`src/rtl/mi_pkg.sv`:
```
package mi_pkg;

	// word width of operand, modulus and inverse (8..64)
	localparam int WIDTH = 32;
	localparam int CNT_W = $clog2(WIDTH);
	localparam int S_TDATA_W = ((2 * WIDTH + 7) / 8) * 8;
	localparam int M_TDATA_W = ((WIDTH + 7) / 8) * 8;

	typedef logic [WIDTH-1:0] word_t;

	typedef enum logic {
		DIV_SRC_INPUT,
		DIV_SRC_LOOP
	} div_src_t;

	typedef struct packed {
		logic     load;
		logic     div_load;
		div_src_t div_src;
		logic     div_step;
		logic     seed;
		logic     mul;
		logic     upd;
		logic     fin;
	} mi_cmd_t;

	typedef struct packed {
		logic m_zero;
		logic r1_zero;
		logic div_last;
	} mi_sts_t;

endpackage

```
`src/rtl/mi_datapath.sv`:
```
module mi_datapath import mi_pkg::*; (
	input  logic                 clk,
	input  logic [S_TDATA_W-1:0] s_tdata,
	input  mi_cmd_t              cmd,
	output mi_sts_t              sts,
	output logic [M_TDATA_W-1:0] m_tdata,
	output logic [0:0]           m_tuser
);

	word_t a_q, m_q;
	word_t r0_q, r1_q, u0_q, u1_q;
	word_t dn_q, rm_q, dd_q;
	word_t prod_q, inv_q;
	logic  par_q, noinv_q;
	logic [CNT_W-1:0] cnt_q;

	logic [WIDTH:0]     sh, diff;
	logic               ge;
	logic [2*WIDTH-1:0] mul_full;
	word_t              u0_red, inv_d;

	// one restoring-division bit per step; dn_q ends up holding the quotient
	assign sh   = {rm_q, dn_q[WIDTH-1]};
	assign diff = sh - {1'b0, dd_q};
	assign ge   = !diff[WIDTH];

	assign mul_full = dn_q * u1_q;

	// |u0| never exceeds the modulus, so the reduction is one compare
	assign u0_red = (u0_q == m_q) ? '0 : u0_q;
	assign inv_d  = (par_q || u0_red == '0) ? u0_red : m_q - u0_red;

	always_ff @(posedge clk) begin
		if (cmd.load) begin
			a_q <= s_tdata[WIDTH-1:0];
			m_q <= s_tdata[2*WIDTH-1:WIDTH];
		end
		if (cmd.div_load) begin
			rm_q  <= '0;
			cnt_q <= '0;
			if (cmd.div_src == DIV_SRC_INPUT) begin
				dn_q <= a_q;
				dd_q <= m_q;
			end else begin
				dn_q <= r0_q;
				dd_q <= r1_q;
			end
		end else if (cmd.div_step) begin
			rm_q  <= ge ? diff[WIDTH-1:0] : sh[WIDTH-1:0];
			dn_q  <= {dn_q[WIDTH-2:0], ge};
			cnt_q <= cnt_q + 1'b1;
		end
		if (cmd.seed) begin
			r0_q  <= m_q;
			r1_q  <= rm_q;
			u0_q  <= '0;
			u1_q  <= word_t'(1);
			par_q <= 1'b0;
		end
		if (cmd.mul)
			prod_q <= mul_full[WIDTH-1:0];
		if (cmd.upd) begin
			r0_q  <= r1_q;
			r1_q  <= rm_q;
			u0_q  <= u1_q;
			u1_q  <= u0_q + prod_q;
			par_q <= !par_q;
		end
		if (cmd.fin) begin
			if (m_q == '0 || r0_q != word_t'(1)) begin
				inv_q   <= '0;
				noinv_q <= 1'b1;
			end else begin
				inv_q   <= inv_d;
				noinv_q <= 1'b0;
			end
		end
	end

	assign sts.m_zero   = (m_q == '0);
	assign sts.r1_zero  = (r1_q == '0);
	assign sts.div_last = (cnt_q == CNT_W'(WIDTH - 1));

	assign m_tdata = M_TDATA_W'(inv_q);
	assign m_tuser = noinv_q;

endmodule

```
`src/rtl/mi_ctrl.sv`:
```
module mi_ctrl import mi_pkg::*; (
	input  logic    clk,
	input  logic    arst_n,
	input  logic    s_tvalid,
	output logic    s_tready,
	output logic    m_tvalid,
	input  logic    m_tready,
	input  mi_sts_t sts,
	output mi_cmd_t cmd
);

	typedef enum logic [3:0] {
		ST_IDLE,
		ST_PRE,
		ST_DIV_A,
		ST_SEED,
		ST_CHECK,
		ST_DIV,
		ST_MUL,
		ST_UPD,
		ST_FIN
	} state_t;

	state_t state_q;
	logic   m_tvalid_q;
	logic   out_free;

	assign out_free = !m_tvalid_q || m_tready;
	assign s_tready = (state_q == ST_IDLE);
	assign m_tvalid = m_tvalid_q;

	always_comb begin
		cmd          = '0;
		cmd.div_src  = DIV_SRC_INPUT;
		case (state_q)
			ST_IDLE:  cmd.load = s_tvalid;
			ST_PRE:   cmd.div_load = 1'b1;
			ST_DIV_A: cmd.div_step = 1'b1;
			ST_SEED:  cmd.seed = 1'b1;
			ST_CHECK: begin
				cmd.div_load = !sts.r1_zero;
				cmd.div_src  = DIV_SRC_LOOP;
			end
			ST_DIV:   cmd.div_step = 1'b1;
			ST_MUL:   cmd.mul = 1'b1;
			ST_UPD:   cmd.upd = 1'b1;
			ST_FIN:   cmd.fin = out_free;
			default:  cmd = '0;
		endcase
	end

	always_ff @(posedge clk or negedge arst_n) begin
		if (!arst_n) begin
			state_q    <= ST_IDLE;
			m_tvalid_q <= 1'b0;
		end else begin
			if (state_q == ST_FIN && out_free)
				m_tvalid_q <= 1'b1;
			else if (m_tready)
				m_tvalid_q <= 1'b0;
			case (state_q)
				ST_IDLE:  if (s_tvalid) state_q <= ST_PRE;
				ST_PRE:   state_q <= sts.m_zero ? ST_FIN : ST_DIV_A;
				ST_DIV_A: if (sts.div_last) state_q <= ST_SEED;
				ST_SEED:  state_q <= ST_CHECK;
				ST_CHECK: state_q <= sts.r1_zero ? ST_FIN : ST_DIV;
				ST_DIV:   if (sts.div_last) state_q <= ST_MUL;
				ST_MUL:   state_q <= ST_UPD;
				ST_UPD:   state_q <= ST_CHECK;
				ST_FIN:   if (out_free) state_q <= ST_IDLE;
				default:  state_q <= ST_IDLE;
			endcase
		end
	end

endmodule

```
`src/rtl/modular_inverse_top.sv`:
```
// channel | dir | signals                     | contents (lowest bit up)
// s       | in  | s_tvalid s_tready s_tdata   | operand, modulus
// m       | out | m_tvalid m_tready m_tdata   | inverse ; m_tuser: no_inverse
//
// One item at a time: the set-up and each Euclid step run a division through
// the one-bit-a-cycle restoring divider.
// The result waits in the output register; a stalled m side holds the
// block in its final state until the register is free.
// arst_n clears the controller and the output valid.
module modular_inverse_top import mi_pkg::*; (
	input  logic                 clk,
	input  logic                 arst_n,
	input  logic                 s_tvalid,
	output logic                 s_tready,
	input  logic [S_TDATA_W-1:0] s_tdata,  // operand, modulus
	output logic                 m_tvalid,
	input  logic                 m_tready,
	output logic [M_TDATA_W-1:0] m_tdata,  // inverse
	output logic [0:0]           m_tuser   // no_inverse
);

	mi_cmd_t cmd;
	mi_sts_t sts;

	mi_ctrl u_ctrl (
		.clk      (clk),
		.arst_n   (arst_n),
		.s_tvalid (s_tvalid),
		.s_tready (s_tready),
		.m_tvalid (m_tvalid),
		.m_tready (m_tready),
		.sts      (sts),
		.cmd      (cmd)
	);

	mi_datapath u_dp (
		.clk     (clk),
		.s_tdata (s_tdata),
		.cmd     (cmd),
		.sts     (sts),
		.m_tdata (m_tdata),
		.m_tuser (m_tuser)
	);

endmodule

```
`config.mk`:
```
export PLATFORM = sky130hd
export DESIGN_NAME = modular_inverse_top
export DESIGN_NICKNAME = d
export VERILOG_FILES = /design/src/rtl/mi_pkg.sv /design/src/rtl/mi_datapath.sv /design/src/rtl/mi_ctrl.sv /design/src/rtl/modular_inverse_top.sv
export SDC_FILE = /design/constraint.sdc
export NUM_CORES = 2
export LEC_CHECK = 0
export ABC_AREA = 1
export BUFFER_PORTS_ARGS = -buffer_cell sky130_fd_sc_hd__buf_2
export CAP_MARGIN = 20
export CORE_AREA = 2 2 251 253
export CTS_CLUSTER_DIAMETER = 100
export CTS_CLUSTER_SIZE = 28
export DETAILED_ROUTE_END_ITERATION = 10
export DIE_AREA = 0 0 253 255
export PLACE_DENSITY = 0.8
export SLEW_MARGIN = 0
export SYNTH_ARGS = -nofsm -noshare
export SYNTH_HDL_FRONTEND = slang
export SYNTH_SLANG_ARGS = --single-unit
export TNS_END_PERCENT = 30
```
`constraint.sdc`:
```
create_clock -name clk -period 7.97 [get_ports clk]
set_clock_uncertainty 0.05 [all_clocks]
set_input_delay 0.797 -clock clk [delete_from_list [all_inputs] [get_ports clk]]
set_output_delay 0.797 -clock clk [all_outputs]
set_load 0.02 [all_outputs]
```
[Yosys cells after proc, flatten, opt, wreduce, memory -nomap -nowiden]
Cells that the tools add are included.
Storage, ports and cells
  register bits: 364
  bits of input ports: 68
  logic and storage cells: 89
  output and inout port bits: 35
Cells by class
  eq/ne operators: 15
  $mul: 1
  reductions and logical operators: 18
  add/subtract/negate cells: 4
  mux-type cells: 35
Operators with widths (number)
  32-bit two-way mux: 15
  32-bit logical NOT: 3
  33-bit by 32-bit subtractor with 33-bit output: 1
  32-bit adder: 1
  32-bit equality test: 1
  32-bit by 32-bit multiplier with 32-bit output: 1
  32-bit by 1-bit inequality test with 1-bit output (second input constant): 1
  4-bit case mux with 8 select lines: 1
  32-bit subtractor: 1
  4-bit two-way mux: 6
  4-bit by 3-bit equality test with 1-bit output (second input constant): 4
  1-bit two-way mux: 12
  4-bit by 2-bit equality test with 1-bit output (second input constant): 2
  2-bit inequality test (second input constant): 3
  2-bit nonzero test: 3
  5-bit by 1-bit adder with 5-bit output (second input constant): 1
  5-bit equality test (second input constant): 1
  4-bit by 1-bit equality test with 1-bit output (second input constant): 1
  4-bit equality test (second input constant): 1
  1-bit logical NOT: 4
  4-bit logical NOT: 1
  4-bit AND reduction: 1
  2-bit OR reduction: 2
  1-bit logical OR: 3
  3 further kinds: 3

[Longest topological paths before layout]
  word-level depth: 5
  depth in mapped cells: 29
  mapped depth without buffers: 27

[Modules after synthesis]
Synthesis repeated with hierarchy kept, for this count alone.
Unflattened totals
  cell total of the unflattened synthesis: 4322
  area total of the unflattened synthesis: 36461.2 um^2
Modules (own cells, without submodules)
  mi_datapath: cells an instance 4263, area each 36090.9 um^2, times used 1, seq. area each 10410.0 um^2
  mi_ctrl: cells an instance 59, area each 370.4 um^2, times used 1, seq. area each 125.1 um^2

[Worst setup path after synthesis]
Ideal clock, no wire load.
  path kind: register to register
  start: reg u_dp.dn_q[13]
  end: reg u_dp.prod_q[28], data pin
  slack: 1.362 ns
  cell stages (with the launch flop): 26
  period minus slack after synthesis: 6.608 ns
  data required time: 7.667 ns
  path buffers: 2
  library setup time: 0.253 ns
  arrival: 6.305 ns
  cell sequence: edfxtp_1 -> clkbuf_1 -> buf_1 -> nand2_1 -> inv_1 -> fa_1 -> fa_1 -> fa_1 -> inv_1 -> fa_1 -> inv_1 -> fa_1 -> inv_1 -> fa_1 -> inv_1 -> fa_1 -> fa_1 -> ha_1 -> nand2_1 -> nor4_1 -> nand3_1 -> nand3_1 -> a31o_2 -> nand3_1 -> nand4_1 -> nand2_1
On the way
  word-level cells in the longest chain between the ends: 1
RTL lines
  start: declaration: RTL line mi_datapath.sv:12  | word_t dn_q, rm_q, dd_q;
  start signal: assignment: RTL line mi_datapath.sv:42  | dn_q <= a_q;
  start signal: assignment: RTL line mi_datapath.sv:45  | dn_q <= r0_q;
  start signal: assignment: RTL line mi_datapath.sv:50  | dn_q <= {dn_q[WIDTH-2:0], ge};
  32-bit by 32-bit multiplier with 32-bit output: RTL line mi_datapath.sv:27  | assign mul_full = dn_q * u1_q;
  net u_dp.mul_full[28]: RTL line mi_datapath.sv:19  | logic [2*WIDTH-1:0] mul_full;
  end signal: assignment: RTL line mi_datapath.sv:61  | prod_q <= mul_full[WIDTH-1:0];
  end: declaration: RTL line mi_datapath.sv:13  | word_t prod_q, inv_q;
The timed path passes the listed nets, and every way through them passes these cells.
A chain may end at the register's enable or synchronous reset.

[Worst setup path after layout]
  start: reg u_dp.dn_q[8]
  end: reg u_dp.prod_q[28], data pin
Same word-level chain as after synthesis.

==> results.json <==
{
  "tns_ns": 0,
  "ys_seq_area_frac": 0.287,
  "setup.worst_path.class": "register to register",
  "fill_cells": 5355,
  "final_cell_mix": "nand2_1 (1,148), inv_1 (1,028), fa_1 (411)",
  "worstHoldPathType": "primary input to register",
  "synthFlopType": "edfxtp_1",
  "synth_edf_count": 322,
  "dp.cells": 5276,
  "path_cells": "buf_4 > nand2_1 > fa_1 > inv_1 > fa_1 > fa_1 > inv_1 > fa_1 > inv_1 > fa_1 > fa_1 > fa_1 > fa_1 > ha_1 > a21oi_1 > o21ai_0 > a21oi_1 > nand3_1 > a31o_2 > nand3_1 > nand3_1 > nand2_1 > nand2_1",
  "ys_ff_latch": 364,
  "min_from": "s_tdata[51]",
  "ant_nets": 0,
  "critPathMaxFanout": 15,
  "layout-drive-gt1-share": 0.0464,
  "clock_latency_ns": 0.56,
  "rr_startpoint": "u_dp.dn_q[8]",
  "ys_top_cells_by_area": "edfxtp_1 (26%), fa_1 (22%), nand2_1 (12%)",
  "clockRootBuffer": "clkbuf_16",
  "maxCapViolCount": 0,
  "worst_setup_path_start_kind": "register",
  "gr-total-overflow": 0,
  "slew_violations": 0,
  "whs_endpoint": "u_dp.m_q[19]",
  "syn_inst": 4492,
  "stdcell_count": 5310,
  "yosysUniqueCellTypes": 52,
  "numCtsBuffers": 17,
  "numPortBuffers": 102,
  "rsz0062_at_grt": "no",
  "setup_viol": 0,
  "rr_worst_depth": 23,
  "clock-sinks": 364,
  "viasPerCell": 5.59,
  "final_core_util": 0.621,
  "cp.required_ns": 8.26,
  "wl_per_cell_um": 19.4,
  "path_delay_family": "adder cells",
  "ctsHtreeMaxLevel": 1,
  "io_pins": 103,
  "maxSlewHeadroom": 0.190,
  "status": "finished, final reports clean",
  "floorplan.initialDensity": 0.591,
  "gp_congestion": 0.989,
  "hold_viol_final": 0,
  "hold_depth": 1,
  "cp_slowest_cell": "edfxtp_1",
  "timing.rr.end": "u_dp.prod_q[28]",
  "drcViolationCount": 0,
  "fp.dieH_um": 255,
  "max_freq_mhz": 136,
  "syn_to_final_growth_pct": 5.02,
  "crit_top_cell": "fa_1",
  "dp_hpwl_mm": 80.9,
  "post-place-ws_ns": 0.738,
  "synth_warnings": 0,
  "avgSynthCellArea_um2": 8.18,
  "layout_min_cycle_time_ns": 7.33,
  "num_vias": 29700,
  "path_buf_inv": 4,
  "max_stage_delay_ns": 1.08,
  "fp.dieW_um": 253,
  "period_share": 0.919,
  "yosys.area.top_type": "edfxtp_1",
  "worst-path-stages": 23,
  "drt_iter0_drc": 2942,
  "netlist_area_mm2": 0.0367,
  "yosysTopAreaCellShare": 0.263,
  "clk_pin_slew_ns": 0.11,
  "grt_max_degree": 79,
  "layout_commonest_cell": "nand2_1",
  "syn_nets": 5190,
  "tightest_slew_ns": 1.21,
  "nNetsFinal": 5197,
  "clockBufferDepth": 3,
  "cts_tree": "done",
  "endpoint_kind": "register",
  "grt_util_all_layers": 0.326,
  "cts_resized": 0,
  "core_mm2": 0.0622,
  "wirelength_mm": 103,
  "antenna_found_initial": 3,
  "critPathArrivalTime_ns": 7.62,
  "drtPass1Iterations": 6,
  "num_rows": 92,
  "die_area_mm2": 0.0645,
  "cp-startpoint": "u_dp.dn_q[8]",
  "synthArstFlopShare": 0.0137,
  "postLayoutSetupSlackWorst_ns": 0.643,
  "grt_pass1_vias": 29800,
  "grt_first_pass_wirelength_mm": 161,
  "r2r_slack_ns": 0.64
}
-- cell type report --
type,count,area (um^2),share of cell area
multi-input combinational,2923,21600,0.561
sequential,364,10500,0.273
inverter,1034,3880,0.101
timing repair buffer,159,1010,0.0261
tap,799,1000,0.0259
clock buffer,26,469,0.0122
clock inverter,3,32.5,0.000843
antenna,2,5.00,0.000130
-- metrics by stage --
stage               hold slack, ns  area [um^2]
floorplan                    0.399        36700
global placement             0.406        38000
detailed placement           0.413        38000
CTS                          0.329        38500
global route                 0.333        38600
finish                       0.344        38600
-- worst reg2reg max path, cell delays in order (launching register included) --
cell and delay (ns):
edfxtp_1 1.08, buf_4 0.38, nand2_1 0.10, fa_1 0.40
inv_1 0.08, fa_1 0.43, fa_1 0.53, inv_1 0.05
fa_1 0.47, inv_1 0.05, fa_1 0.48, fa_1 0.59
fa_1 0.47, fa_1 0.47, ha_1 0.36, a21oi_1 0.24
o21ai_0 0.12, a21oi_1 0.14, nand3_1 0.14, a31o_2 0.24
nand3_1 0.09, nand3_1 0.07, nand2_1 0.06, nand2_1 0.05
-- layer usage --
metal	share of wire	wire, um	vias to the layer above	GRT usage
met5	0.00026	27	-	0
met4	0.058	5930	4	0.158
met3	0.088	9090	308	0.0492
met2	0.48	49000	1359	0.560
met1	0.38	38800	14200	0.407
li1	-	-	13800	-
-- repair_timing --
| item | CTS | global route |
|---|---|---|
| setup buffers | 0 | 0 |
| hold buffers | 1 | 0 |
| endpoints found under the hold margin | 1 | 0 |
-- kinds of logic after synthesis --
logic type / Yosys count / share of synthesized area
xor gates and xnor gates: 140 / 0.0334
DFF: 364 / 0.287
AOI/OAI and AO/OA: 490 / 0.0765
and+or+nand+nor: 1663 / 0.180
adders and majority gates: 630 / 0.299
buffers and inverters: 1205 / 0.125
-- cells in the mapped netlist (all sizes together), types with 8 or more instances --
cell	n
xor2	68
o21a	14
o41ai	8
a21oi	187
dfxtp	37
nor3	26
nand4	21
nor4	34
a21o	12
buf	37
clkbuf	134
nand2	1152
nor2	309
ha	219
xnor2	72
o21bai	21
nand3	107
o21ai	160
edfxtp	322
a31oi	48
inv	1034
a211oi	16
fa	411
-- registers in the layout, summed over array words and instances, names as in the netlist --
signal,count
u_dp.cnt_q,5
u_dp.m_tuser,1
u_ctrl.state_q,4
u_dp.u0_q,32
u_dp.r1_q,32
u_ctrl.m_tvalid,1
u_dp.prod_q,32
u_dp.a_q,32
u_dp.dn_q,32
u_dp.r0_q,32
u_dp.dd_q,32
u_dp.u1_q,32
u_dp.m_q,32
u_dp.rm_q,32
u_dp.par_q,1
u_dp.m_tdata,32
-- worst max-delay path by stage --
stage | endpoint | slack (ns)
global placement | u_dp.prod_q[30] | 0.72
global route | u_dp.prod_q[28] | 0.29
detailed placement | u_dp.prod_q[30] | 0.74
CTS | u_dp.prod_q[30] | 0.74
floorplan | u_dp.prod_q[28] | 1.36
finish | u_dp.prod_q[28] | 0.64
Power is left out: the tool's default activity adds up to more than one toggle a clock period on the data nets, which glitch-free logic cannot reach.
